`src/design/bmp_pkg.sv`:
```
// ----------------------------------------------------------------------------
// bmp_pkg: shared types and constants of the block max pooling unit
// Widths, register indexes, reset values and the per-pixel position record
// passed from the position tracker to the update stage.
// ----------------------------------------------------------------------------
`default_nettype none

package bmp_pkg;

  // Frame and tile limits
  localparam int unsigned MAX_WIDTH  = 2048;
  localparam int unsigned ROWS_LIMIT = 2048;
  localparam int unsigned MAX_TILE   = 16;

  // Field and counter widths
  localparam int unsigned COL_W      = $clog2(MAX_WIDTH);
  localparam int unsigned ROW_W      = $clog2(ROWS_LIMIT);
  localparam int unsigned DIM_W      = 12;
  localparam int unsigned TILE_W     = $clog2(MAX_TILE) + 1;
  localparam int unsigned IN_TILE_W  = $clog2(MAX_TILE);
  localparam int unsigned PIX_W      = 8;
  localparam int unsigned CFG_IDX_W  = 2;
  localparam int unsigned CFG_DATA_W = DIM_W;

  // Register indexes
  localparam logic [CFG_IDX_W-1:0] REG_FRAME_WIDTH  = 2'd0;
  localparam logic [CFG_IDX_W-1:0] REG_FRAME_HEIGHT = 2'd1;
  localparam logic [CFG_IDX_W-1:0] REG_BLOCK_WIDTH  = 2'd2;
  localparam logic [CFG_IDX_W-1:0] REG_BLOCK_HEIGHT = 2'd3;

  // Register reset values
  localparam logic [DIM_W-1:0]  RST_FRAME_WIDTH  = 12'd640;
  localparam logic [DIM_W-1:0]  RST_FRAME_HEIGHT = 12'd480;
  localparam logic [TILE_W-1:0] RST_BLOCK_WIDTH  = 5'd8;
  localparam logic [TILE_W-1:0] RST_BLOCK_HEIGHT = 5'd8;

  // Position record of one pixel
  typedef struct packed {
    logic [COL_W-1:0] tile_col;
    logic [ROW_W-1:0] tile_row;
    logic [PIX_W-1:0] pixel;
    logic             first;       // first pixel of its tile
    logic             tile_end;    // last pixel of its tile
    logic             complete;    // tile lies fully inside the frame
    logic             frame_last;  // last complete tile of the frame
  } pix_info_t;

endpackage

`default_nettype wire

```
`src/design/bmp_pos.sv`:
```
// ----------------------------------------------------------------------------
// bmp_pos: configuration registers and raster position tracker
// Holds the clamped frame and tile sizes, counts pixel and tile positions and
// classifies each incoming pixel against its tile.
// ----------------------------------------------------------------------------
`default_nettype none

module bmp_pos (
  input  wire logic                            clk_i,
  input  wire logic                            rst_ni,
  input  wire logic                            cfg_write_i,
  input  wire logic [bmp_pkg::CFG_IDX_W-1:0]   cfg_index_i,
  input  wire logic [bmp_pkg::CFG_DATA_W-1:0]  cfg_data_i,
  input  wire logic                            in_fire_i,
  input  wire logic [bmp_pkg::PIX_W-1:0]       pixel_value_i,
  output bmp_pkg::pix_info_t                   info_o
);

  import bmp_pkg::*;

  localparam int unsigned SUM_W = DIM_W + 1;

  function automatic logic [DIM_W-1:0] clamp_dim(input logic [DIM_W-1:0] v,
                                                 input logic [DIM_W-1:0] hi);
    logic [DIM_W-1:0] r;
    if (v == '0) begin
      r = DIM_W'(1);
    end else if (v > hi) begin
      r = hi;
    end else begin
      r = v;
    end
    return r;
  endfunction

  function automatic logic [TILE_W-1:0] clamp_tile(input logic [TILE_W-1:0] v);
    logic [TILE_W-1:0] r;
    if (v == '0) begin
      r = TILE_W'(1);
    end else if (v > TILE_W'(MAX_TILE)) begin
      r = TILE_W'(MAX_TILE);
    end else begin
      r = v;
    end
    return r;
  endfunction

  logic [DIM_W-1:0]     width_q, height_q;
  logic [TILE_W-1:0]    bw_q, bh_q;
  logic [COL_W-1:0]     pix_col_q, pix_col_d;
  logic [ROW_W-1:0]     pix_row_q, pix_row_d;
  logic [IN_TILE_W-1:0] cit_q, cit_d, rit_q, rit_d;
  logic [COL_W-1:0]     tci_q, tci_d;
  logic [ROW_W-1:0]     tri_q, tri_d;

  logic [SUM_W-1:0]  col_start, col_end, row_start, row_end;
  logic [DIM_W-1:0]  col_inc, row_inc;
  logic [TILE_W-1:0] cit_inc, rit_inc;
  logic              complete_x, complete_y, last_x, last_y;

  // Classify the current pixel against its tile
  assign col_start  = SUM_W'(pix_col_q) - SUM_W'(cit_q);
  assign row_start  = SUM_W'(pix_row_q) - SUM_W'(rit_q);
  assign col_end    = col_start + SUM_W'(bw_q);
  assign row_end    = row_start + SUM_W'(bh_q);
  assign complete_x = col_end <= SUM_W'(width_q);
  assign complete_y = row_end <= SUM_W'(height_q);
  assign last_x     = (col_end + SUM_W'(bw_q)) > SUM_W'(width_q);
  assign last_y     = (row_end + SUM_W'(bh_q)) > SUM_W'(height_q);

  assign info_o.tile_col   = tci_q;
  assign info_o.tile_row   = tri_q;
  assign info_o.pixel      = pixel_value_i;
  assign info_o.first      = (cit_q == '0) && (rit_q == '0);
  assign info_o.tile_end   = (TILE_W'(cit_q) == bw_q - TILE_W'(1)) &&
                             (TILE_W'(rit_q) == bh_q - TILE_W'(1));
  assign info_o.complete   = complete_x && complete_y;
  assign info_o.frame_last = last_x && last_y;

  // Advance the raster position on each transfer
  assign col_inc = DIM_W'(pix_col_q) + DIM_W'(1);
  assign row_inc = DIM_W'(pix_row_q) + DIM_W'(1);
  assign cit_inc = TILE_W'(cit_q) + TILE_W'(1);
  assign rit_inc = TILE_W'(rit_q) + TILE_W'(1);

  always_comb begin
    pix_col_d = pix_col_q;
    pix_row_d = pix_row_q;
    cit_d     = cit_q;
    rit_d     = rit_q;
    tci_d     = tci_q;
    tri_d     = tri_q;
    if (in_fire_i) begin
      pix_col_d = col_inc[COL_W-1:0];
      if (cit_inc >= bw_q) begin
        cit_d = '0;
        tci_d = tci_q + COL_W'(1);
      end else begin
        cit_d = cit_inc[IN_TILE_W-1:0];
      end
      if (col_inc >= width_q) begin
        pix_col_d = '0;
        cit_d     = '0;
        tci_d     = '0;
        pix_row_d = row_inc[ROW_W-1:0];
        if (rit_inc >= bh_q) begin
          rit_d = '0;
          tri_d = tri_q + ROW_W'(1);
        end else begin
          rit_d = rit_inc[IN_TILE_W-1:0];
        end
        if (row_inc >= height_q) begin
          pix_row_d = '0;
          rit_d     = '0;
          tri_d     = '0;
        end
      end
    end
  end

  // Registers and counters; a register write restarts the frame
  always_ff @(posedge clk_i or negedge rst_ni) begin
    if (!rst_ni) begin
      width_q   <= RST_FRAME_WIDTH;
      height_q  <= RST_FRAME_HEIGHT;
      bw_q      <= RST_BLOCK_WIDTH;
      bh_q      <= RST_BLOCK_HEIGHT;
      pix_col_q <= '0;
      pix_row_q <= '0;
      cit_q     <= '0;
      rit_q     <= '0;
      tci_q     <= '0;
      tri_q     <= '0;
    end else if (cfg_write_i) begin
      case (cfg_index_i)
        REG_FRAME_WIDTH: begin
          width_q <= clamp_dim(cfg_data_i, DIM_W'(MAX_WIDTH));
        end
        REG_FRAME_HEIGHT: begin
          height_q <= clamp_dim(cfg_data_i, DIM_W'(ROWS_LIMIT));
        end
        REG_BLOCK_WIDTH: begin
          bw_q <= clamp_tile(cfg_data_i[TILE_W-1:0]);
        end
        REG_BLOCK_HEIGHT: begin
          bh_q <= clamp_tile(cfg_data_i[TILE_W-1:0]);
        end
        default: begin
        end
      endcase
      pix_col_q <= '0;
      pix_row_q <= '0;
      cit_q     <= '0;
      rit_q     <= '0;
      tci_q     <= '0;
      tri_q     <= '0;
    end else begin
      pix_col_q <= pix_col_d;
      pix_row_q <= pix_row_d;
      cit_q     <= cit_d;
      rit_q     <= rit_d;
      tci_q     <= tci_d;
      tri_q     <= tri_d;
    end
  end

endmodule

`default_nettype wire

```
`config.mk`:
```
export PLATFORM = sky130hd
export DESIGN_NAME = bmp_pos
export DESIGN_NICKNAME = d
export VERILOG_FILES = /design/src/design/bmp_pkg.sv /design/src/design/bmp_pos.sv
export SDC_FILE = /design/constraint.sdc
export NUM_CORES = 1
export LEC_CHECK = 0
export BUFFER_PORTS_ARGS = -buffer_cell sky130_fd_sc_hd__buf_2
export CAP_MARGIN = 0
export CORE_ASPECT_RATIO = 0.7
export CORE_MARGIN = 2
export CORE_UTILIZATION = 60
export DETAILED_ROUTE_END_ITERATION = 6
export PLACE_DENSITY = 0.79
export RECOVER_POWER = 50
export SETUP_SLACK_MARGIN = 0.4
export SLEW_MARGIN = 20
export SYNTH_ARGS = -nofsm -noshare
export SYNTH_HDL_FRONTEND = slang
export SYNTH_SLANG_ARGS = --single-unit
export TNS_END_PERCENT = 5
```
`constraint.sdc`:
```
create_clock -name clk_i -period 13.8 [get_ports clk_i]
set_clock_uncertainty 0.2 [all_clocks]
set_input_delay 1.38 -clock clk_i [delete_from_list [all_inputs] [get_ports clk_i]]
set_output_delay 1.38 -clock clk_i [all_outputs]
set_load 0.05 [all_outputs]
```
Word level (Yosys, flattened, before mapping). Cells that the tools add are included.

Output and inout bits: 34. Input port bits: 26. Word-level logic and storage cells: 88. RAM bits: 0. Latch bits: 0. Bits in read-only memories: 0. Bits in registers: 86. Memories: 0.

Bitwise gates (word level): 0. Add/subtract/negate cells: 14. Shift operators: 0. Multiplexer cells: 29. Order comparisons: 10. Equal/unequal tests: 5. Multipliers: 0. Reduce and logical (&&, ||, !) cells: 20. Div/mod/pow operators: 0.

Operators with widths (count): two-way mux 11 bit (16); two-way mux 4 bit (9); adder 12 x 6 -> 13 bit (2); adder 13 x 5 -> 13 bit (2); > comparator 13 x 12 -> 1 bit (2); less-or-equal comparator 13 x 12 -> 1 bit (2); adder 11 x 1 -> 12 bit (second input constant) (2); >= comparator 12 bit (2); two-way mux 12 bit (2); subtractor 11 x 4 -> 12 bit (2); adder 11 x 1 -> 11 bit (second input constant) (2); > comparator 12 bit (second input constant) (1); logical NOT 12 bit (1); AND reduction 2 bit (6); adder 4 x 1 -> 5 bit (second input constant) (2); equality test 4 x 5 -> 1 bit (2); >= comparator 5 bit (2); two-way mux 5 bit (2); subtractor 5 x 1 -> 5 bit (second input constant) (2); logical NOT 4 bit (2); nonzero test 3 bit (2); > comparator 5 bit (second input constant) (1); logical NOT 5 bit (1); equality test 2 bit (second input constant) (2); other kinds (5) (9).

Logic depth before layout (Yosys ltp). Gate-level depths: netlist of the first run.

Depth after elaboration: 7. Mapped depth: 22. Gate-level depth less buffers: 22.

Least setup slack after synthesis of the first run. Ideal clock, no wire load.

Path kind: register -> output. Start point: register pix_row_q[0]. End point: output info_o[1] (netlist bit). Path slack: 5.865 ns. Stages on the path, launching flop included: 21. Required time: 12.220 ns. Path buffers: 0. Arrival: 6.355 ns. Cells stage by stage: dfrtp_1 inv_1 ha_1 fa_1 nor2b_1 o21a_1 o21ai_0 o21ai_0 ha_1 o21a_1 o31a_1 or2_2 and2_1 nor4b_1 or4_4 ha_1 o21ai_0 nand2b_1 a21oi_1 a211oi_1 a2111oi_0.

RTL lines: start: declaration (RTL line bmp_pos.sv:51) `logic [ROW_W-1:0] pix_row_q, pix_row_d;`; start signal: assignment (RTL line bmp_pos.sv:159) `pix_row_q <= pix_row_d;`; end: declaration (RTL line bmp_pos.sv:16) `output bmp_pkg::pix_info_t info_o`.

==> results.md, run 1 <==
- Run status: complete, but fails checks
- Failing checks: max-capacitance violations, max-slew violations
- Reg clk slew, reported paths: 0.07 ns
- Number of setup buffers added after CTS: 0
- Tot Pwr: 2.54 mW
- Remaining routing DRC violations: 0
- Maximum number of buffers from clock root to sink: 2
- Storage element area: 0.00216 mm^2
- Kind of launch point of the worst setup path: register
- Total negative slack: 0 ns
- Final critical-path required period: around 7.6 ns
- Ant diodes: 0
- Remaining global-route overflow: 0
- Length of the first detailed-routing pass in iterations: 5
- Crit Reg-Reg Endpoint: tri_q[1]
- Number of cells upsized or downsized after cts: 0
- Post-synthesis cell type count: 69
- Final estimated routing congestion in global placement: 0.927
- Worst Min Path Start: tri_q[10]
- Final HPWL from detailed placement: 16.2 mm
- Sequential Power Share: 13.1%
- Leading post-synthesis cells by instance count: sky130_fd_sc_hd__ha_1, sky130_fd_sc_hd__inv_1, sky130_fd_sc_hd__dfrtp_1
- Total cell area at the placement stage: 0.00878 mm^2
- Gate count after technology mapping: 997
- Post-synth EDFFs: 0
- Fillers: 1196
- Initial standard-cell utilization of the core: approximately 61%
- Critical Path Sink Type: primary output
- Via count of the first global-routing pass: 6986
- Arr. time, crit path: around 6 ns
- Top cell type by total area after synthesis: sky130_fd_sc_hd__dfrtp_1
- Number of hold violations in the final report: 0
- Deepest level of the CTS H-tree: 3
- Switching part of the total power: 51.0%
- Final #Nets: between 1000 and 1500
- Core region area: 0.0139 mm^2
- Post-synthesis to final-layout area growth: 6.79%
- Dominant cell by count in the synthesized netlist: sky130_fd_sc_hd__ha_1
- Number of sinks handled by clock tree synthesis: 86
- Reported leakage power: 4.36 nW
- Height of the die: approximately 100 um
- Layout cell share with drive strength beyond 1: 8.59%
- Insertion delay to the later sink of the worst-skew pair: 0.36 ns
- Width of the chip: 146 um
- Number of hold buffers added after cts: 0
- Post-route standard cell area excluding fillers: just over 0.009 mm^2
- Worst setup slack for register-to-register paths: around 9.8 ns
- Site row count: 36
- Wire length of the first global-routing pass: 35.9 mm
- Reg2Reg Depth: 14
- I/O Pins: 60
- Die Outline Area: 0.0151 mm^2
- Yosys top cell area share: a little under a quarter
- Number of vias per cell after detailed routing: 6.14
- Post-route clock period utilization: 55.1%
- Drt total wl: 21.2 mm
- Top post-synthesis cells by area: sky130_fd_sc_hd__dfrtp_1, sky130_fd_sc_hd__ha_1, sky130_fd_sc_hd__xnor2_1
- Worst r2r src: pix_row_q[2]
- Crit-path max FO: 15
- Warnings, synthesis: 0
- Rel. slew slack: -132%
- CTS tree: yes
- Total count of max-transition violations in the final report: 64
- Worst Max-Slew Pin Slew: 3.49 ns
- Critical path data required time: 12.22 ns
- Number of nets still failing antenna checks after routing: 0
- Maximum vdd ir drop: ~220 uV
- Post-synthesis sequential area ratio: between 20% and 30%
- Power per unit of standard cell area: between 200 and 300 mW/mm^2
- Cell at the root of the clock tree: sky130_fd_sc_hd__clkbuf_16
- Total of endpoints with negative setup slack in the final report: 0
- Final routed wire length divided by cell count: 17.7 um
- Crit Path Category: register to primary output
- Area taken by multi-input logic gates: 0.00583 mm^2
- Part of the power in the clock network: 10.3%
- RSZ-0062 raised after global routing: no
- GRT Overall Usage: 29.1%
- Total CTS buffers: 9
- WHS: 0.271 ns
- Vias after detailed routing: 7381
- Maximum number of pins on one net before global-route repair: 64
- Total standard cell area after synthesis: 0.00850 mm^2
- Highest clock frequency the design can meet: 0.132 GHz
- #FFs+latches synth: 86
- Average cell area after synthesis: 8.52 um^2
- Prevailing post-synth register cell: sky130_fd_sc_hd__dfrtp_1
- Number of input and output port buffers inserted: 43
- Worst hold path cell count: 1
- Share of synthesized registers carrying an async set or reset: 100%
- Starting DRT DRC Count: approximately 620
- Combinational group share of total power: 76.6%
- Hold crit path type: register to register
- Net Switching: approximately 1.3 mW
- Cell-internal power: ~1.2 mW
- Number of antenna violations at the first check in global routing: 0
- Min-Delay Endpoint: tri_q[10]
- Synthesized netlist net count: 1149
- Count of maximum capacitance violations: 1
worst max-delay path, stage by stage, from the launching register on:
cell	delay, ns
sky130_fd_sc_hd__dfrtp_1	0.48
sky130_fd_sc_hd__inv_1	0.11
sky130_fd_sc_hd__ha_1	0.41
sky130_fd_sc_hd__o21a_1	0.14
sky130_fd_sc_hd__o31a_1	0.50
sky130_fd_sc_hd__nor2_1	0.14
sky130_fd_sc_hd__ha_1	0.36
sky130_fd_sc_hd__o21ai_0	0.10
sky130_fd_sc_hd__o21bai_1	0.08
sky130_fd_sc_hd__a21oi_1	0.40
sky130_fd_sc_hd__a21oi_1	0.12
sky130_fd_sc_hd__a211oi_1	0.69
sky130_fd_sc_hd__nand3_1	0.26
sky130_fd_sc_hd__nor3_1	0.29
sky130_fd_sc_hd__xor2_1	0.12
sky130_fd_sc_hd__ha_1	0.31
sky130_fd_sc_hd__nand4_1	0.13
sky130_fd_sc_hd__or4_1	0.54
sky130_fd_sc_hd__o31ai_1	0.10
sky130_fd_sc_hd__a22oi_1	0.15
sky130_fd_sc_hd__buf_2	0.24
logic make-up after synthesis:
logic type | share of synthesized area [%]
and+or+nand+nor | 18.6
xor gates and xnor gates | 7.83
muxes | 1.30
DFF | 25.4
adders and majority gates | 19.1
AOI/OAI and AO/OA | 21.8
buffers and inverters | 5.96
layout by cell type (no fill, tap or decap), drive strengths merged, types with 3 or more instances in the layout:
master | synthesis | layout
dfrtp | 78 | 78
nor4 | 9 | 9
and2 | 12 | 12
o21bai | 13 | 13
a211o | 3 | 3
mux2 | 8 | 8
a22o | 28 | 28
nor2b | 20 | 20
or3 | 5 | 5
a31oi | 3 | 3
clkbuf | 34 | 14
nand3 | 36 | 36
fa | 6 | 6
a21o | 36 | 36
inv | 80 | 82
xnor2 | 50 | 50
a21oi | 51 | 51
dfstp | 8 | 8
o31a | 3 | 3
o21a | 13 | 13
or4 | 12 | 12
ha | 120 | 120
or2 | 3 | 3
and4 | 3 | 3
xor2 | 26 | 26
buf | 12 | 43
nand2b | 22 | 22
nand2 | 69 | 69
o31ai | 12 | 12
and3 | 14 | 14
nor2 | 47 | 47
a211oi | 8 | 8
o21ai | 72 | 72
nand4 | 19 | 19
o2111ai | 6 | 6
nand3b | 5 | 5
o22ai | 5 | 5
nor3 | 13 | 13
flip-flops by register name, summed over array words and instances, names as in the netlist:
| signal | cells |
|---|---|
| rit_q | 4 |
| tci_q | 11 |
| pix_row_q | 11 |
| bw_q | 5 |
| pix_col_q | 11 |
| bh_q | 5 |
| height_q | 12 |
| cit_q | 4 |
| tri_q | 11 |
| width_q | 12 |
worst max path at each step:
| stage | startpoint | end | slack, ns | depth (start not counted) |
|---|---|---|---|---|
| after floorplan | pix_row_q[0] | info_o[1] | 5.86 | 20 |
| after global placement | rit_q[3] | info_o[0] | 7.05 | 20 |
| after detailed placement | pix_row_q[0] | info_o[0] | 6.76 | 20 |
| after CTS | rit_q[2] | info_o[0] | 6.36 | 20 |
| after global routing | rit_q[2] | info_o[0] | 5.84 | 20 |
| final | rit_q[2] | info_o[0] | 6.20 | 20 |
area by class of cell:
class | count | share of cell area (%)
Clock buffer | 10 | 2.63
Clock inverter | 5 | 0.731
Inverter | 80 | 3.31
Multi-Input combinational cell | 785 | 64.3
Sequential cell | 86 | 23.8
Tap cell | 190 | 2.62
Timing Repair Buffer | 47 | 2.62
power by group through the flow:
stage / logic, mW / registers (mW) / clock network (mW)
detailed placement: 1.88 / 0.336 / 0
global route: 2.19 / 0.339 / 0.272
global placement: 1.85 / 0.334 / 0
floorplan: 1.48 / 0.335 / 0
finish: 1.95 / 0.332 / 0.262
CTS: 1.91 / 0.332 / 0.264
through the flow:
step                      util [%]  cells  setup slack [ns]
after global routing          65.4   1203              5.84
after floorplan                  -    997              5.86
after CTS                     65.5   1203              6.36
final                         65.4   1203              6.20
after global placement        63.3   1188              7.05
after detailed placement      63.3   1188              6.76
layer usage:
metal | vias to the layer above | track usage, % | routed length [um]
li1 | 3611 | - | -
met1 | 3497 | 47.1 | 11100
met2 | 257 | 40.7 | 8450
met3 | 16 | 4.98 | 1570
met4 | 0 | 5.20 | 153
met5 | - | 0 | 0
Power figures use the tool's default switching activity.
==> run 2, diff against run 1 <==
- clock period: 13.8 -> 7.1 ns (I/O delays scaled with it)
==> results.md, run 2 (same netlist as run 1, synthesis figures left out) <==
- Length of the first detailed-routing pass in iterations: 7
- Starting DRT DRC Count: 580
- Width of the chip: 146 um
- Final routed wire length divided by cell count: 18.0 um
- Total CTS buffers: 9
- Rel. slew slack: -99.7%
- Final standard cell count with taps included and fillers excluded: 1207
- Kind of launch point of the worst setup path: register
- Total placed cells including tap cells: 1188
- Number of vias per cell after detailed routing: 6.18
- Number of antenna violations at the first check in global routing: 0
- Net Switching: 2.53 mW
- Detailed-route wire length on metal 1: 11.2 mm
- Number of sinks handled by clock tree synthesis: 86
- Final HPWL from detailed placement: 16.7 mm
- Drt total wl: 21.8 mm
- Sequential Power Share: 12.9%
- Initial standard-cell utilization of the core: between 60% and 70%
- Cell with the most instances on the worst path: sky130_fd_sc_hd__ha_1
- Maximum vdd ir drop: 259 uV
- WHS: 0.280 ns
- Worst Max-Slew Pin Slew: 3.00 ns
- Hold crit path type: register to register
- Number of input and output port buffers inserted: 43
- Ant diodes: 0
- Reg2Reg Depth: 14
- CTS tree: yes
- Dpl ws: ~0.65 ns
- Largest stage delay, worst path: 0.59 ns
- Maximum number of buffers from clock root to sink: 2
- Total of endpoints with negative setup slack in the final report: 0
- Number of hold violations in the final report: 0
- RSZ-0062 raised after global routing: no
- Failing checks: max-capacitance violations, max-slew violations
- Die Outline Area: 0.0151 mm^2
- Most common library cell in the layout ignoring fill and taps: sky130_fd_sc_hd__ha_1
- Sum of met3 wire segment lengths after detailed routing: 1.54 mm
- Total count of max-transition violations in the final report: 89
- Reported leakage power: 4.39 nW
- Amount of wire on met2 after detailed routing: 8.87 mm
- Worst hold path cell count: 2
- Number of nets still failing antenna checks after routing: 0
- GRT Overall Usage: between 20 and 30%
- Critical path data required time: 6.19 ns
- Power per unit of standard cell area: between 500 and 600 mW/mm^2
- Wire length of the first global-routing pass: 35.6 mm
- Core region area: 0.0139 mm^2
- Worst setup slack after layout: 0.646 ns
- Remaining routing DRC violations: 0
- Final critical-path required period: 6.45 ns
- Cell at the root of the clock tree: sky130_fd_sc_hd__clkbuf_16
- Family with the most delay on the worst path: simple AND/OR/NAND/NOR gates
- Tot Pwr: about 5 mW
- Part of the power in the clock network: between 10 and 15%
- Cell-internal power: 2.51 mW
- I/O Pins: 60
- Fillers: 1189
- Post-synthesis to final-layout area growth: 7.67%
- Layout cell share with drive strength beyond 1: 9.83%
- Count of maximum capacitance violations: 2
- Critical Path Sink Type: primary output
- Reg clk slew, reported paths: 0.07 ns
- Vias after detailed routing: 7459
- Final #Nets: 1164
- Sum of buffers and inverters on the critical path: 2
- Highest-delay cell along the critical path: sky130_fd_sc_hd__or4_4
- Total negative slack: 0 ns
- Final estimated routing congestion in global placement: roughly 0.9
- Post-route clock period utilization: approximately nine tenths
- Maximum number of pins on one net before global-route repair: 57
- Largest regs: height_q (12), width_q (12)
- Highest clock frequency the design can meet: 0.155 GHz
- Deepest level of the CTS H-tree: 3
- Insertion delay to the later sink of the worst-skew pair: about 0.35 ns
- Critical path depth: 19
- Switching part of the total power: 50.2%
- Worst path cell trace: inv_1, ha_1, o21a_1, o31a_2, nor2_1, ha_1, o21a_1, o31a_1, or2_2, and2_1, nor4b_1, or4_4, xor2_1, ha_1, nand4_1, or4_1, o31ai_1, a22oi_1, buf_4
- Crit Path Category: register to primary output
- Run status: complete, but fails checks
- Arr. time, crit path: 5.54 ns
- Uppermost layer routed: met4
- Height of the die: 104 um
- Remaining global-route overflow: 0
- Via count of the first global-routing pass: roughly 7000
- Crit-path max FO: 15
- Combinational group share of total power: 76.3%
- Site row count: 36
- Highest-count cells in the layout ignoring fill and taps: sky130_fd_sc_hd__ha_1, sky130_fd_sc_hd__inv_1, sky130_fd_sc_hd__dfrtp_1
[run 2: worst min-delay path: stages (launching register included)]
cell	delay [ns]
sky130_fd_sc_hd__dfstp_2	0.37
sky130_fd_sc_hd__nand2_1	0.04
sky130_fd_sc_hd__o21ai_0	0.06
[run 2: layer usage]
layer  track usage [%]  vias to the layer above
met4              4.92                        0
met3              4.45                       15
met1              46.5                     3549
met2              41.4                      271
met5                 0                        -
li1                  -                     3624
[run 2: metrics by stage]
step                area (um^2)  util (%)
CTS                        9120      65.8
global placement           8780      63.3
detailed placement         8780      63.3
global route               9150      66.0
floorplan                  8500         -
finish                     9150      66.0
[run 2: worst paths after layout]
path | endpoint | startpoint | slack [ns]
min in group asynchronous | width_q[8] | rst_ni | 0.65
worst max-delay path | info_o[0] | rit_q[3] | 0.65
worst min register to register | height_q[6] | height_q[6] | 0.28
worst max register to register | tri_q[1] | pix_row_q[2] | 3.03
worst min-delay path | height_q[6] | height_q[6] | 0.28
max in group asynchronous | rit_q[2] | rst_ni | 2.21
[run 2: area by class of cell]
class                   instances  area [um^2]  area share [%]
clock buffers                  10          239            2.61
clock inverters                 6         92.6            1.01
inverters                      80          300            3.28
multi-input cells             785         5850            64.0
flip-flops and latches         86         2160            23.7
well taps                     190          238            2.60
repair buffers                 50          264            2.89
[run 2: power groups by stage]
| stage | registers, mW | logic (mW) | clock network [mW] |
|---|---|---|---|
| 6_report | 0.650 | 3.84 | 0.543 |
| 5_1_grt | 0.658 | 4.29 | 0.568 |
| 4_1_cts | 0.646 | 3.73 | 0.546 |
| 3_5_place_dp | 0.653 | 3.67 | 0 |
| 3_3_place_gp | 0.649 | 3.57 | 0 |
| 2_1_floorplan | 0.652 | 2.88 | 0 |
[run 2: repair_timing]
item | in CTS | in global routing
pin swaps | 0 | 1
buffers inserted | 0 | 3
hold buffers | 0 | 0
setup endpoints to repair | 1 | 2
gates resized for setup | 3 | 6
