### src/design/bmp_pkg.sv
// ----------------------------------------------------------------------------
// bmp_pkg: shared types and constants of the block max pooling unit
// Widths, register indexes, reset values and the per-pixel position record
// passed from the position tracker to the update stage.
// ----------------------------------------------------------------------------
`default_nettype none

package bmp_pkg;

  // Frame and tile limits
  localparam int unsigned MAX_WIDTH  = 2048;
  localparam int unsigned ROWS_LIMIT = 2048;
  localparam int unsigned MAX_TILE   = 16;

  // Field and counter widths
  localparam int unsigned COL_W      = $clog2(MAX_WIDTH);
  localparam int unsigned ROW_W      = $clog2(ROWS_LIMIT);
  localparam int unsigned DIM_W      = 12;
  localparam int unsigned TILE_W     = $clog2(MAX_TILE) + 1;
  localparam int unsigned IN_TILE_W  = $clog2(MAX_TILE);
  localparam int unsigned PIX_W      = 8;
  localparam int unsigned CFG_IDX_W  = 2;
  localparam int unsigned CFG_DATA_W = DIM_W;

  // Register indexes
  localparam logic [CFG_IDX_W-1:0] REG_FRAME_WIDTH  = 2'd0;
  localparam logic [CFG_IDX_W-1:0] REG_FRAME_HEIGHT = 2'd1;
  localparam logic [CFG_IDX_W-1:0] REG_BLOCK_WIDTH  = 2'd2;
  localparam logic [CFG_IDX_W-1:0] REG_BLOCK_HEIGHT = 2'd3;

  // Register reset values
  localparam logic [DIM_W-1:0]  RST_FRAME_WIDTH  = 12'd640;
  localparam logic [DIM_W-1:0]  RST_FRAME_HEIGHT = 12'd480;
  localparam logic [TILE_W-1:0] RST_BLOCK_WIDTH  = 5'd8;
  localparam logic [TILE_W-1:0] RST_BLOCK_HEIGHT = 5'd8;

  // Position record of one pixel
  typedef struct packed {
    logic [COL_W-1:0] tile_col;
    logic [ROW_W-1:0] tile_row;
    logic [PIX_W-1:0] pixel;
    logic             first;       // first pixel of its tile
    logic             tile_end;    // last pixel of its tile
    logic             complete;    // tile lies fully inside the frame
    logic             frame_last;  // last complete tile of the frame
  } pix_info_t;

endpackage

`default_nettype wire

### src/design/bmp_update.sv
// ----------------------------------------------------------------------------
// bmp_update: read-modify-write stage and result register
// Merges each pixel into the running maximum of its tile column, forwards a
// write that lands in the same cycle as the read, and holds the result.
// ----------------------------------------------------------------------------
`default_nettype none

module bmp_update (
  input  wire logic                        clk_i,
  input  wire logic                        rst_ni,
  input  wire logic                        in_valid_i,
  input  wire bmp_pkg::pix_info_t          info_i,
  output logic                             in_ready_o,
  input  wire logic [bmp_pkg::PIX_W-1:0]   rd_data_i,
  output logic                             wr_en_o,
  output logic      [bmp_pkg::COL_W-1:0]   wr_addr_o,
  output logic      [bmp_pkg::PIX_W-1:0]   wr_data_o,
  output logic                             out_valid_o,
  input  wire logic                        out_ready_i,
  output logic      [bmp_pkg::COL_W-1:0]   tile_column_o,
  output logic      [bmp_pkg::ROW_W-1:0]   tile_row_o,
  output logic      [bmp_pkg::PIX_W-1:0]   tile_maximum_o,
  output logic                             frame_done_o
);

  import bmp_pkg::*;

  logic             s1_valid_q;
  pix_info_t        s1_info_q;
  logic             fwd_hit_q;
  logic [PIX_W-1:0] fwd_data_q;
  logic             out_valid_q;

  logic             in_fire, s1_result, out_free, s1_advance, out_load;
  logic [PIX_W-1:0] base, merged;

  // Handshake between stage and result register
  assign in_fire    = in_valid_i && in_ready_o;
  assign s1_result  = s1_info_q.complete && s1_info_q.tile_end;
  assign out_free   = !out_valid_q || out_ready_i;
  assign s1_advance = s1_valid_q && (!s1_result || out_free);
  assign out_load   = s1_advance && s1_result;
  assign in_ready_o = !s1_valid_q || s1_advance;

  // Merge the pixel into the running maximum
  assign base   = fwd_hit_q ? fwd_data_q : rd_data_i;
  assign merged = (s1_info_q.first || (s1_info_q.pixel > base)) ?
                  s1_info_q.pixel : base;

  assign wr_en_o   = s1_advance && s1_info_q.complete;
  assign wr_addr_o = s1_info_q.tile_col;
  assign wr_data_o = merged;

  // Stage and output control
  always_ff @(posedge clk_i or negedge rst_ni) begin
    if (!rst_ni) begin
      s1_valid_q  <= 1'b0;
      fwd_hit_q   <= 1'b0;
      out_valid_q <= 1'b0;
    end else begin
      if (in_fire) begin
        s1_valid_q <= 1'b1;
        fwd_hit_q  <= wr_en_o && (wr_addr_o == info_i.tile_col);
      end else if (s1_advance) begin
        s1_valid_q <= 1'b0;
      end
      if (out_load) begin
        out_valid_q <= 1'b1;
      end else if (out_ready_i) begin
        out_valid_q <= 1'b0;
      end
    end
  end

  // Capture payloads
  always_ff @(posedge clk_i) begin
    if (in_fire) begin
      s1_info_q  <= info_i;
      fwd_data_q <= wr_data_o;
    end
    if (out_load) begin
      tile_column_o  <= s1_info_q.tile_col;
      tile_row_o     <= s1_info_q.tile_row;
      tile_maximum_o <= merged;
      frame_done_o   <= s1_info_q.frame_last;
    end
  end

  assign out_valid_o = out_valid_q;

`ifndef SYNTHESIS
  a_merge_not_below_pixel: assert property (@(posedge clk_i) disable iff (!rst_ni)
    wr_en_o |-> wr_data_o >= s1_info_q.pixel)
    else $error("stored maximum below the merged pixel");

  a_stall_only_on_result: assert property (@(posedge clk_i) disable iff (!rst_ni)
    !in_ready_o |-> s1_valid_q && s1_result && out_valid_q && !out_ready_i)
    else $error("input stalled without a waiting result");

  a_result_carries_merge: assert property (@(posedge clk_i) disable iff (!rst_ni)
    out_load |=> out_valid_o && (tile_maximum_o == $past(merged)))
    else $error("result register lost the tile maximum");
`endif

endmodule

`default_nettype wire

### config.mk
export PLATFORM = sky130hd
export DESIGN_NAME = bmp_update
export DESIGN_NICKNAME = d
export VERILOG_FILES = /design/src/design/bmp_pkg.sv /design/src/design/bmp_update.sv
export SDC_FILE = /design/constraint.sdc
export NUM_CORES = 1
export LEC_CHECK = 0
export ABC_AREA = 1
export BUFFER_PORTS_ARGS = -buffer_cell sky130_fd_sc_hd__buf_2
export CAP_MARGIN = 25
export CORE_MARGIN = 2
export CORE_UTILIZATION = 30
export CTS_CLUSTER_SIZE = 12
export DETAILED_ROUTE_END_ITERATION = 12
export HOLD_SLACK_MARGIN = 0.08
export SLEW_MARGIN = 20
export SYNTH_ARGS = -nofsm -noshare
export SYNTH_HDL_FRONTEND = slang
export SYNTH_SLANG_ARGS = --single-unit
### constraint.sdc
create_clock -name clk_i -period 3.4 [get_ports clk_i]
set_input_delay 0.68 -clock clk_i [delete_from_list [all_inputs] [get_ports clk_i]]
set_output_delay 0.68 -clock clk_i [all_outputs]
set_load 0.01 [all_outputs]
# Yosys cells after proc, flatten, opt, wreduce, memory -nomap -nowiden
# Cells that the tools add are included.
word_totals:
  register_bits: 76
  wordCells: 38
  in_bits: 46
classes:
  reduce_logical: 15
  n_lt_le_gt_ge: 1
  eq_ne: 1
  muxes: 6
ops:
  columns: ["op", "count"]
  rows:
  - ["$mux W8", 2]
  - ["$eq A11 B11 Y1", 1]
  - ["$gt A8 B8 Y1", 1]
  - ["$logic_and A1 B1 Y1", 6]
  - ["$logic_or A1 B1 Y1", 4]
  - ["$mux W1", 4]
  - ["$reduce_bool A2 Y1", 2]
  - ["$logic_not A1 Y1", 3]

# Logic depth before layout (Yosys ltp)
# Gate-level depths: netlist of the first run.
logic_depth:
  depth_word: 7
  ltp_mapped: 14
  ltp_nobuf: 14

# Worst setup path before layout of the first run
# OpenSTA, ideal clock, no wires.
synth_path:
  path_type: "input port to flip-flop"
  startpoint: "input out_ready_i"
  endpoint: "register fwd_data_q[0], enable pin"
  stages: 4
  n_path_buf: 0
  arrival_ns: 2.624
  setup_slack_ns: 0.335
  path_cell_list: "inv_1 > nand3_1 > nor2_1 > nor2_1"
synth_between:
  elab_chain_len: 5
synth_rtl:
  columns: ["item", "line_no", "rtl"]
  rows:
  - ["start, declared", "bmp_update.sv:19", "input wire logic out_ready_i,"]
  - ["$logic_or A1 B1 Y1", "bmp_update.sv:40", "assign out_free = !out_valid_q || out_ready_i;"]
  - ["$logic_or A1 B1 Y1", "bmp_update.sv:41", "assign s1_advance = s1_valid_q && (!s1_result || out_free);"]
  - ["$logic_and A1 B1 Y1", "bmp_update.sv:41", null]
  - ["$logic_or A1 B1 Y1", "bmp_update.sv:43", "assign in_ready_o = !s1_valid_q || s1_advance;"]
  - ["$logic_and A1 B1 Y1", "bmp_update.sv:38", "assign in_fire = in_valid_i && in_ready_o;"]
  - ["named net in_fire", "bmp_update.sv:34", "logic in_fire, s1_result, out_free, s1_advance, out_load;"]
  - ["end signal, assigned", "bmp_update.sv:79", "fwd_data_q <= wr_data_o;"]
  - ["end, declared", "bmp_update.sv:31", "logic [PIX_W-1:0] fwd_data_q;"]
# The timed path passes the listed nets, and every way through them passes these cells.
# A chain may end at the register's enable or synchronous reset.

# Worst setup path in the final report of the first run
layout_path:
  startpoint: "register fwd_hit_q"
  endpoint: "output wr_data_o[2] (netlist bit)"
layout_between:
  elab_chain_len: 4
layout_rtl:
  columns: ["item", "line_no", "rtl"]
  rows:
  - ["start, declared", "bmp_update.sv:30", "logic fwd_hit_q;"]
  - ["start signal, assigned", "bmp_update.sv:63", "fwd_hit_q <= wr_en_o && (wr_addr_o == info_i.tile_col);"]
  - ["$mux W8 *", "bmp_update.sv:46", "assign base = fwd_hit_q ? fwd_data_q : rd_data_i;"]
  - ["$gt A8 B8 Y1", "bmp_update.sv:47", "assign merged = (s1_info_q.first || (s1_info_q.pixel > base)) ?"]
  - ["$logic_or A1 B1 Y1", "bmp_update.sv:47", null]
  - ["$mux W8 *", "bmp_update.sv:47", null]
  - ["end, declared", "bmp_update.sv:17", "output logic [bmp_pkg::PIX_W-1:0] wr_data_o,"]
# Mark *: on every way between the ends. The rest lies on a longest branch, timed or not.

==> results of run 1 <==
registers in the layout (all words and copies together) (netlist names):
| signal | count |
|---|---|
| frame_done_o | 1 |
| fwd_data_q | 8 |
| fwd_hit_q | 1 |
| out_valid_o | 1 |
| s1_info_q | 23 |
| s1_valid_q | 1 |
| tile_column_o | 11 |
| tile_maximum_o | 8 |
| tile_row_o | 11 |
| wr_addr_o | 11 |
power groups by stage:
stage / clock, mW / combinational [mW] / sequential [mW]
after floorplan: 0 / 0.0954 / 1.13
after global placement: 0 / 0.173 / 1.12
after detailed placement: 0 / 0.177 / 1.12
after CTS: 0.638 / 0.178 / 1.10
after global routing: 0.663 / 0.197 / 1.11
final: 0.607 / 0.174 / 1.10
per-stage QoR:
step           worst slack [ns]  instance area (um2)
3_3_place_gp              0.535                 3600
4_1_cts                  0.0901                 3780
3_5_place_dp              0.474                 3600
5_1_grt                  0.0901                 3780
2_1_floorplan             0.335                 3020
6_report                  0.292                 3780
cell families after synthesis:
| family | count (synthesis) | share of synthesized area |
|---|---|---|
| buffers and inverters | 42 | 0.0684 |
| adder cells (fa/ha/maj) | 8 | 0.0332 |
| XOR/XNOR | 6 | 0.0174 |
| AND/OR/NAND/NOR | 68 | 0.0970 |
| flip-flops | 76 | 0.751 |
| multiplexers | 1 | 0.00373 |
| AO/OA/AOI/OAI | 16 | 0.0294 |
cell type report:
| type | count | area, um2 | share of cell area |
|---|---|---|---|
| repair buffers | 100 | 505 | 0.134 |
| well taps | 133 | 166 | 0.0440 |
| clock inverters | 7 | 50.0 | 0.0132 |
| inverters | 30 | 113 | 0.0298 |
| flip-flops and latches | 76 | 2270 | 0.600 |
| clock buffers | 9 | 124 | 0.0328 |
| multi-input cells | 99 | 553 | 0.146 |
final timing paths:
path                            cells past startpoint             to  slack (ns)
max in group asynchronous                           1      fwd_hit_q        3.14
worst min register to register                      0  tile_row_o[9]        0.42
worst min-delay path                                1     s1_valid_q        0.13
min in group clk_i                                  0  tile_row_o[9]        0.42
worst max-delay path                               14   wr_data_o[2]        0.29
worst max register to register                      9  fwd_data_q[2]        1.26
cell usage in the layout, fill, tap and decap left out, types with 2 or more instances in the layout:
cell,Yosys,routed
o22ai_1,2,2
nor2_1,8,7
clkbuf_8,0,9
clkinvlp_4,0,2
buf_2,0,98
nand2_1,45,45
o21ai_0,6,6
a21oi_1,4,4
dfrtp_1,3,2
inv_1,29,29
inv_6,0,2
buf_4,11,2
nand3_1,9,9
clkinv_1,1,2
ha_1,8,8
nand4_1,2,2
xor2_1,2,2
edfxtp_1,73,73
o21ai_1,2,2
xnor2_1,4,4
nand2_4,2,2
repair_timing:
item,4_1_cts,5_1_grt
resized for setup,0,1
endpoints found under the setup margin,0,8
endpoints found under the hold margin,0,0
layer usage:
| metal | vias to the layer above | global-route usage | part of all wire |
|---|---|---|---|
| li1 | 931 | - | - |
| met1 | 849 | 0.142 | 0.45 |
| met2 | 73 | 0.162 | 0.47 |
| met3 | 4 | 0.0351 | 0.066 |
| met4 | 0 | 0.0550 | 0.012 |
| met5 | - | 0 | 0 |
==> flow_metrics.tcl, run 1 <==
set metrics [dict create \
    p_leak_nw 1.64 \
    rr_startpoint "fwd_hit_q" \
    cp_slowest_cell "dfrtp_2" \
    io_buffers 98 \
    cts_hold_buf 0 \
    grt_start_max_net_pins 30 \
    finalCoreUtilization 0.387 \
    whs_ns 0.127 \
    synth_area_leaders "edfxtp_1 73%, nand2_1 5.6%, inv_1 3.6%" \
    synth_top_cells_by_count "73 x edfxtp_1, 45 x nand2_1, 29 x inv_1, 11 x buf_4, 9 x nand3_1" \
    worstSetupPathType "reg2out" \
    maxCapViolCount 0 \
    grt_pass1_wl_um 9060 \
    slew_headroom 0.686 \
    synth_area_mm2 0.00302 \
    hold_path_class "in2async" \
    period_needed_ns 3.11 \
    synthCells 217 \
    finalHoldViolCount 0 \
    area_growth_pct 25.2 \
    dpl.hpwl_um 4230 \
    grt.total_usage 0.109 \
    worstPathCellList "mux2_2 -> ha_1 -> inv_1 -> nand2_1 -> nand2_1 -> nand2_1 -> nand2_1 -> nand2_1 -> nand2_1 -> nand2_4 -> nand2_4 -> nand2_1 -> nand2_1 -> buf_2" \
    drive_gt1_frac 0.380 \
    clock_sinks 76 \
    drtAntennaViolNets 0 \
    nets 370 \
    crit_path_start "fwd_hit_q" \
    root_buffer "clkbuf_8" \
    clock_latency_ns 0.34 \
    cp_num_buf_inv 2 \
    grt_pass1_vias 1812 \
    netSwitchingFraction 0.246 \
    fin_worst_skew_ns 0.0118 \
    cts_tree "built" \
    finalSetupViolations 0 \
    grt_antenna_before_repair 0 \
    first_pass_iters 4 \
    power_frac_seq 0.585 \
    die_area_mm2 0.0109 \
    critPathMaxFanout 16 \
    post-cts-setup-buffer-count 0 \
    synth-edff-count 73 \
    peakVddDrop_mv 0.166 \
    yosys.area.top_type "edfxtp_1" \
    status "completed" \
    fin_setup_tns_ns 0 \
    slowest_delay_ns 0.55 \
    timing_worst_slew_pin_value_ns 0.470 \
    synth_flop_cell "edfxtp_1" \
    gp_congestion 0.790 \
    h-tree-depth 3 \
    rsz0062_at_grt "false" \
    synth_warnings 0 \
    period_share 0.914 \
    yosysUniqueCellTypes 23 \
    antenna-diode-count 0 \
    cp.required_ns 2.72 \
    cp-start-kind "register" \
    start_util 0.309 \
    yosysTopAreaCellShare 0.726 \
    pwr-share-comb 0.092 \
    drt-total-wl_um 5720 \
    async_flop_share 0.0395 \
    cts-buffers-inserted 9 \
    via_per_inst 4.09 \
    cp.arrival_ns 2.43 \
    drv_slew 0 \
    clk_pin_slew_ns 0.08 \
    fillers 944 \
    drc 0 \
    clkPwrFrac 0.323 \
    wl_per_cell_um 12.6 \
    synth_seq_cells 76 \
    dieHeight_um 104 \
    power_density_mw_per_mm2 498 \
    core_area_mm2 0.00977 \
    synth_seq_area_share 0.751 \
    grt.overflow.total 0 \
    drtIter0Drc 58 \
    fmaxAchievable_mhz 322 \
    cp_top_family "simple AND/OR/NAND/NOR gates" \
    dp.cells 438 \
    power.internal_mw 1.42 \
    clockBufferDepth 2 \
    cp_common_cell "nand2_1" \
    syn_avg_cell_area_um2 13.9 \
    setup.worst_path.end_class "output pin" \
    finalPower_mw 1.88 \
    yosysMostFrequentCell "edfxtp_1" \
    final_cells 454 \
    rows 36 \
    netSwitchingPower_uw 463 \
    chipWidth_um 104 \
    num_vias 1857 \
    top_level_ports 99 \
    synth_fp_nets 271 \
]
Note: power is estimated with default switching activity, not from simulation.
==> inputs of run 2 (changes only) <==
--- a/config.mk
+++ b/config.mk
@@ -6,7 +6,7 @@
 export NUM_CORES = 1
 export LEC_CHECK = 0
 export ABC_AREA = 1
-export BUFFER_PORTS_ARGS = -buffer_cell sky130_fd_sc_hd__buf_2
+export BUFFER_PORTS_ARGS = -buffer_cell sky130_fd_sc_hd__clkbuf_2
 export CAP_MARGIN = 25
 export CORE_MARGIN = 2
 export CORE_UTILIZATION = 30
==> run 2 against run 1 <==
Global-route usage grew 0.19 points. Setup slack gained 0.010 ns. Cell area grew 1.7%. Via count grew 1.2%. Clock power grew 36%. Fmax grew 0.32%. Utilization grew 0.64 points. Sequential share of layout area shrank 0.98 points. Die area is the same. Register-to-register slack lost 0.04 ns. Non-clock buffer count is the same. Total power grew 11%.
==> flow_metrics.tcl, run 2 (same netlist as run 1, synthesis figures left out) <==
set metrics [dict create \
    status "completed" \
    finalSetupViolations 0 \
    num_vias 1879 \
    start_util 0.309 \
    wl_per_cell_um 12.4 \
    clock_latency_ns 0.34 \
    largest_reg_flops 23 \
    root_buffer "clkbuf_8" \
    dpl.hpwl_um 4150 \
    drtAntennaViolNets 0 \
    whs_ns 0.132 \
    fin_setup_tns_ns 0 \
    period_needed_ns 3.10 \
    nets 370 \
    grt.total_usage 0.111 \
    netSwitchingFraction 0.219 \
    netSwitchingPower_uw 460 \
    clk_pin_slew_ns 0.08 \
    slew_headroom 0.675 \
    grt_pass1_vias 1864 \
    fmaxAchievable_mhz 323 \
    fin_ws_ns 0.302 \
    clkPwrFrac 0.393 \
    worstPathCellList "mux2_2 -> ha_1 -> inv_1 -> nand2_1 -> nand2_1 -> nand2_1 -> nand2_1 -> nand2_1 -> nand2_1 -> nand2_4 -> nand2_4 -> nand2_1 -> nand2_1 -> clkbuf_2" \
    antenna-diode-count 0 \
    io_buffers 98 \
    critPathMaxFanout 16 \
    clock_sinks 76 \
    rows 36 \
    drv_slew 0 \
    cts_hold_buf 0 \
    via_per_inst 4.15 \
    h-tree-depth 3 \
    power_density_mw_per_mm2 546 \
    cp_common_cell "nand2_1" \
    first_pass_iters 5 \
    cts_tree "built" \
    rsz0062_at_grt "false" \
    cp_slowest_cell "dfrtp_2" \
    layout_commonest_cell "clkbuf_2" \
    maxCapViolCount 0 \
    layout_common_cells "98 x clkbuf_2, 73 x edfxtp_1, 45 x nand2_1" \
    area_growth_pct 27.3 \
    p_leak_nw 1.70 \
    grt.overflow.total 0 \
    drc 0 \
    cts-buffers-inserted 9 \
    cp.required_ns 2.72 \
    hold_path_class "in2async" \
    power_frac_seq 0.525 \
    drtIter0Drc 74 \
    power.internal_mw 1.64 \
    gp_congestion 0.870 \
    cp-start-kind "register" \
    clockBufferDepth 2 \
    peakVddDrop_mv 0.187 \
    drt-total-wl_um 5610 \
    cp_num_buf_inv 2 \
    fin_worst_skew_ns 0.0107 \
    grt_pass1_wl_um 9210 \
    drive_gt1_frac 0.381 \
    chipWidth_um 104 \
    cp.arrival_ns 2.42 \
    core_area_mm2 0.00977 \
    dieHeight_um 104 \
    finalHoldViolCount 0 \
    top_level_ports 99 \
    grt_antenna_before_repair 0 \
    setup.worst_path.end_class "output pin" \
    top_register "s1_info_q" \
    timing_worst_slew_pin_value_ns 0.487 \
    cp_top_family "simple AND/OR/NAND/NOR gates" \
    pwr-share-comb 0.082 \
    slowest_delay_ns 0.54 \
    period_share 0.911 \
    worstSetupPathType "reg2out" \
    grt_start_max_net_pins 32 \
    die_area_mm2 0.0109 \
    detailedPlace.worstSlack_ns 0.488 \
]
## run 2: cell count changes in the layout (fill, tap and decap cells not counted), sizes merged
cell	previous run	this run
clkinv	4	3
clkinvlp	2	0
bufinv	0	3
buf	100	2
clkbuf	9	107
inv	31	30
## run 2: final cells by class
class	instances	area, um2
clock buffers	9	124
clock inverters	6	113
inverters	30	113
repair buffers	100	505
flip-flops and latches	76	2270
well taps	133	166
fillers	970	5930
multi-input cells	99	553
## run 2: final timing paths
kind                                    start                 to  slack (ns)  cells past startpoint
worst max-delay path                fwd_hit_q       wr_data_o[4]        0.30                     14
worst min-delay path                   rst_ni        out_valid_o        0.13                      1
worst max register to register      fwd_hit_q  tile_maximum_o[4]        1.22                      9
worst min register to register  s1_info_q[18]      tile_row_o[6]        0.42                      0
max in group asynchronous              rst_ni          fwd_hit_q        3.13                      1
min in group clk_i              s1_info_q[18]      tile_row_o[6]        0.42                      0
## run 2: power groups by stage
stage          logic [mW]  clock network [mW]  registers (mW)
2_1_floorplan      0.0954                   0            1.13
3_3_place_gp        0.173                   0            1.12
3_5_place_dp        0.176                   0            1.12
4_1_cts             0.177               0.849            1.10
5_1_grt             0.197               0.887            1.11
6_report            0.173               0.823            1.10
## run 2: per-layer routing
metal  part of all wire  vias up  track usage  wire length (um)
met2               0.45       75        0.167              2520
li1                   -      928            -                 -
met1               0.47      866        0.143              2640
met3              0.057       10       0.0363               320
met4              0.024        0       0.0550               132
met5                  0        -            0                 0
## run 2: metrics by stage
step / cells / total power [mW] / utilization / instance area [um2]
after floorplan: 217 / 1.22 / - / 3020
after global placement: 438 / 1.29 / 0.369 / 3600
after detailed placement: 438 / 1.30 / 0.369 / 3600
after CTS: 453 / 2.13 / 0.393 / 3840
after global routing: 453 / 2.19 / 0.393 / 3840
final: 453 / 2.10 / 0.393 / 3840
## run 2: timing repair
action	in CTS	in global routing
endpoints found under the setup margin	0	8
gates resized for setup	0	1
buffers inserted	0	0
==> inputs of run 3 (changes only) <==
==> constraint.sdc (replaced) <==
create_clock -name clk_i -period 3.4 [get_ports clk_i]
set_input_delay 0.34 -clock clk_i [delete_from_list [all_inputs] [get_ports clk_i]]
set_output_delay 0.34 -clock clk_i [all_outputs]
set_load 0.01 [all_outputs]
==> run 3 against run 2 <==
Combinational power is 2% higher. Setup slack better by 0.24 ns. Clock power is 9.7% lower. Non-clock buffer count is 2 higher. Via count is 0.53% lower. Critical path depth stayed put. Register-to-register slack worse by 0.06 ns. Critical path type unchanged. Critical endpoint is now wr_data_o[5]. Largest power group unchanged. Highest routed layer unchanged.
==> flow_metrics.tcl, run 3 (same netlist as run 1, synthesis figures left out) <==
set metrics [dict create \
    period_needed_ns 2.86 \
    largest_reg_flops 23 \
    drtAntennaViolNets 0 \
    cp_common_cell "nand2_1" \
    whs_ns 0.171 \
    root_buffer "clkbuf_8" \
    cp.required_ns 3.06 \
    critPathMaxFanout 16 \
    clockBufferDepth 2 \
    grt.total_usage 0.116 \
    clock_sinks 76 \
    cp-start-kind "register" \
    cts_resized 0 \
    gp_congestion 0.839 \
    dieHeight_um 104 \
    status "completed" \
    whs_endpoint "s1_info_q[5]" \
    grt.overflow.total 0 \
    final_cells 456 \
    rrSetupSlack_ns 1.16 \
    hold_path_depth 1 \
    layout_commonest_cell "clkbuf_2" \
    io_buffers 98 \
    rows 36 \
    worst-r2r-cell-count 9 \
    cp_slowest_cell "dfrtp_1" \
    hold_path_class "in2reg" \
    antenna-diode-count 0 \
    slew_headroom 0.542 \
    worstHoldStart "info_i[5]" \
    cp.arrival_ns 2.52 \
    h-tree-depth 3 \
    finalSetupViolations 0 \
    cts-buffers-inserted 9 \
    worstSetupPathType "reg2out" \
    setup.worst_path.end_class "output pin" \
    nets 372 \
    drive_gt1_frac 0.375 \
    dp.cells 439 \
    maxCapViolCount 0 \
    layout_common_cells "98 x clkbuf_2, 73 x edfxtp_1, 45 x nand2_1" \
    grt_pass1_vias 1837 \
    core_area_mm2 0.00977 \
    drv_slew 0 \
    cts_hold_buf 1 \
    dpl.hpwl_um 4360 \
    cts_tree "built" \
    placed_cell_area_mm2 0.00361 \
    chipWidth_um 104 \
    power_density_mw_per_mm2 527 \
    fin_setup_tns_ns 0 \
    slowest_delay_ns 0.65 \
    worstReg2RegEnd "fwd_data_q[5]" \
    timing_worst_slew_pin_value_ns 0.686 \
    peakVddDrop_mv 0.178 \
    grt_start_max_net_pins 23 \
    start_util 0.309 \
    die_area_mm2 0.0109 \
    top_level_ports 99 \
    finalHoldViolCount 0 \
    clk_pin_slew_ns 0.08 \
    top_register "s1_info_q" \
    post-cts-setup-buffer-count 0 \
    drt-total-wl_um 5920 \
    rsz0062_at_grt "false" \
    via_per_inst 4.10 \
    area_growth_pct 27.1 \
    grt_pass1_wl_um 9450 \
    fin_worst_skew_ns 0.00923 \
    fin_area_mm2 0.00384 \
    wl_per_cell_um 13.0 \
    drc 0 \
    rr_startpoint "fwd_hit_q" \
    period_share 0.840 \
    p_leak_nw 1.69 \
    clock_latency_ns 0.34 \
    worstPathCellList "mux2_2 -> ha_1 -> inv_1 -> nand2_1 -> nand2_1 -> nand2_1 -> nand2_1 -> nand2_1 -> nand2_1 -> nand2_4 -> nand2_4 -> nand2_1 -> nand2_1 -> clkbuf_2" \
    num_vias 1869 \
    grt_antenna_before_repair 0 \
    fmaxAchievable_mhz 350 \
    first_pass_iters 4 \
    drtIter0Drc 60 \
]
run 3: through the flow:
| step | power [mW] | utilization | worst slack (ns) |
|---|---|---|---|
| floorplan | 1.22 | - | 0.604 |
| global placement | 1.30 | 0.370 | 0.960 |
| detailed placement | 1.30 | 0.370 | 0.899 |
| CTS | 2.06 | 0.393 | 0.516 |
| global route | 2.12 | 0.393 | 0.273 |
| finish | 2.02 | 0.393 | 0.543 |
run 3: how the worst max path moves through the flow:
stage,slack (ns),start,end,cells after the start
CTS,0.52,fwd_hit_q,wr_data_o[5],14
global route,0.27,fwd_hit_q,wr_data_o[4],14
global placement,0.96,fwd_hit_q,wr_data_o[4],14
finish,0.54,fwd_hit_q,wr_data_o[5],14
floorplan,0.60,out_valid_o,fwd_data_q[0],3
detailed placement,0.90,fwd_hit_q,wr_data_o[5],14
run 3: routing by layer:
metal | GRT usage | part of all wire | vias to the layer above
li1 | - | - | 932
met1 | 0.149 | 0.46 | 865
met2 | 0.177 | 0.48 | 68
met3 | 0.0345 | 0.053 | 4
met4 | 0.0560 | 0.013 | 0
met5 | 0 | 0 | -
run 3: power by group:
| part | internal [mW] | leakage [nW] | switching [mW] | total [mW] |
|---|---|---|---|---|
| clock | 0.414 | 0.101 | 0.329 | 0.743 |
| combinational | 0.0702 | 0.855 | 0.107 | 0.177 |
| sequential | 1.08 | 0.735 | 0.0188 | 1.10 |
run 3: final cells by class:
| type | count | area [um2] |
|---|---|---|
| inverter | 30 | 113 |
| timing repair buffer | 102 | 523 |
| clock inverter | 6 | 87.6 |
| tap | 133 | 166 |
| multi-input combinational | 99 | 553 |
| clock buffer | 10 | 128 |
| fill | 972 | 5940 |
| sequential | 76 | 2270 |
run 3: worst max-delay path: cells and delay by family, from the launching register on:
kind                     cells  cell delay, ns
multiplexers                 1            0.41
adder cells (fa/ha/maj)      1            0.18
AND/OR/NAND/NOR             10            0.71
buffers and inverters        2            0.21
flip-flops                   1            0.65
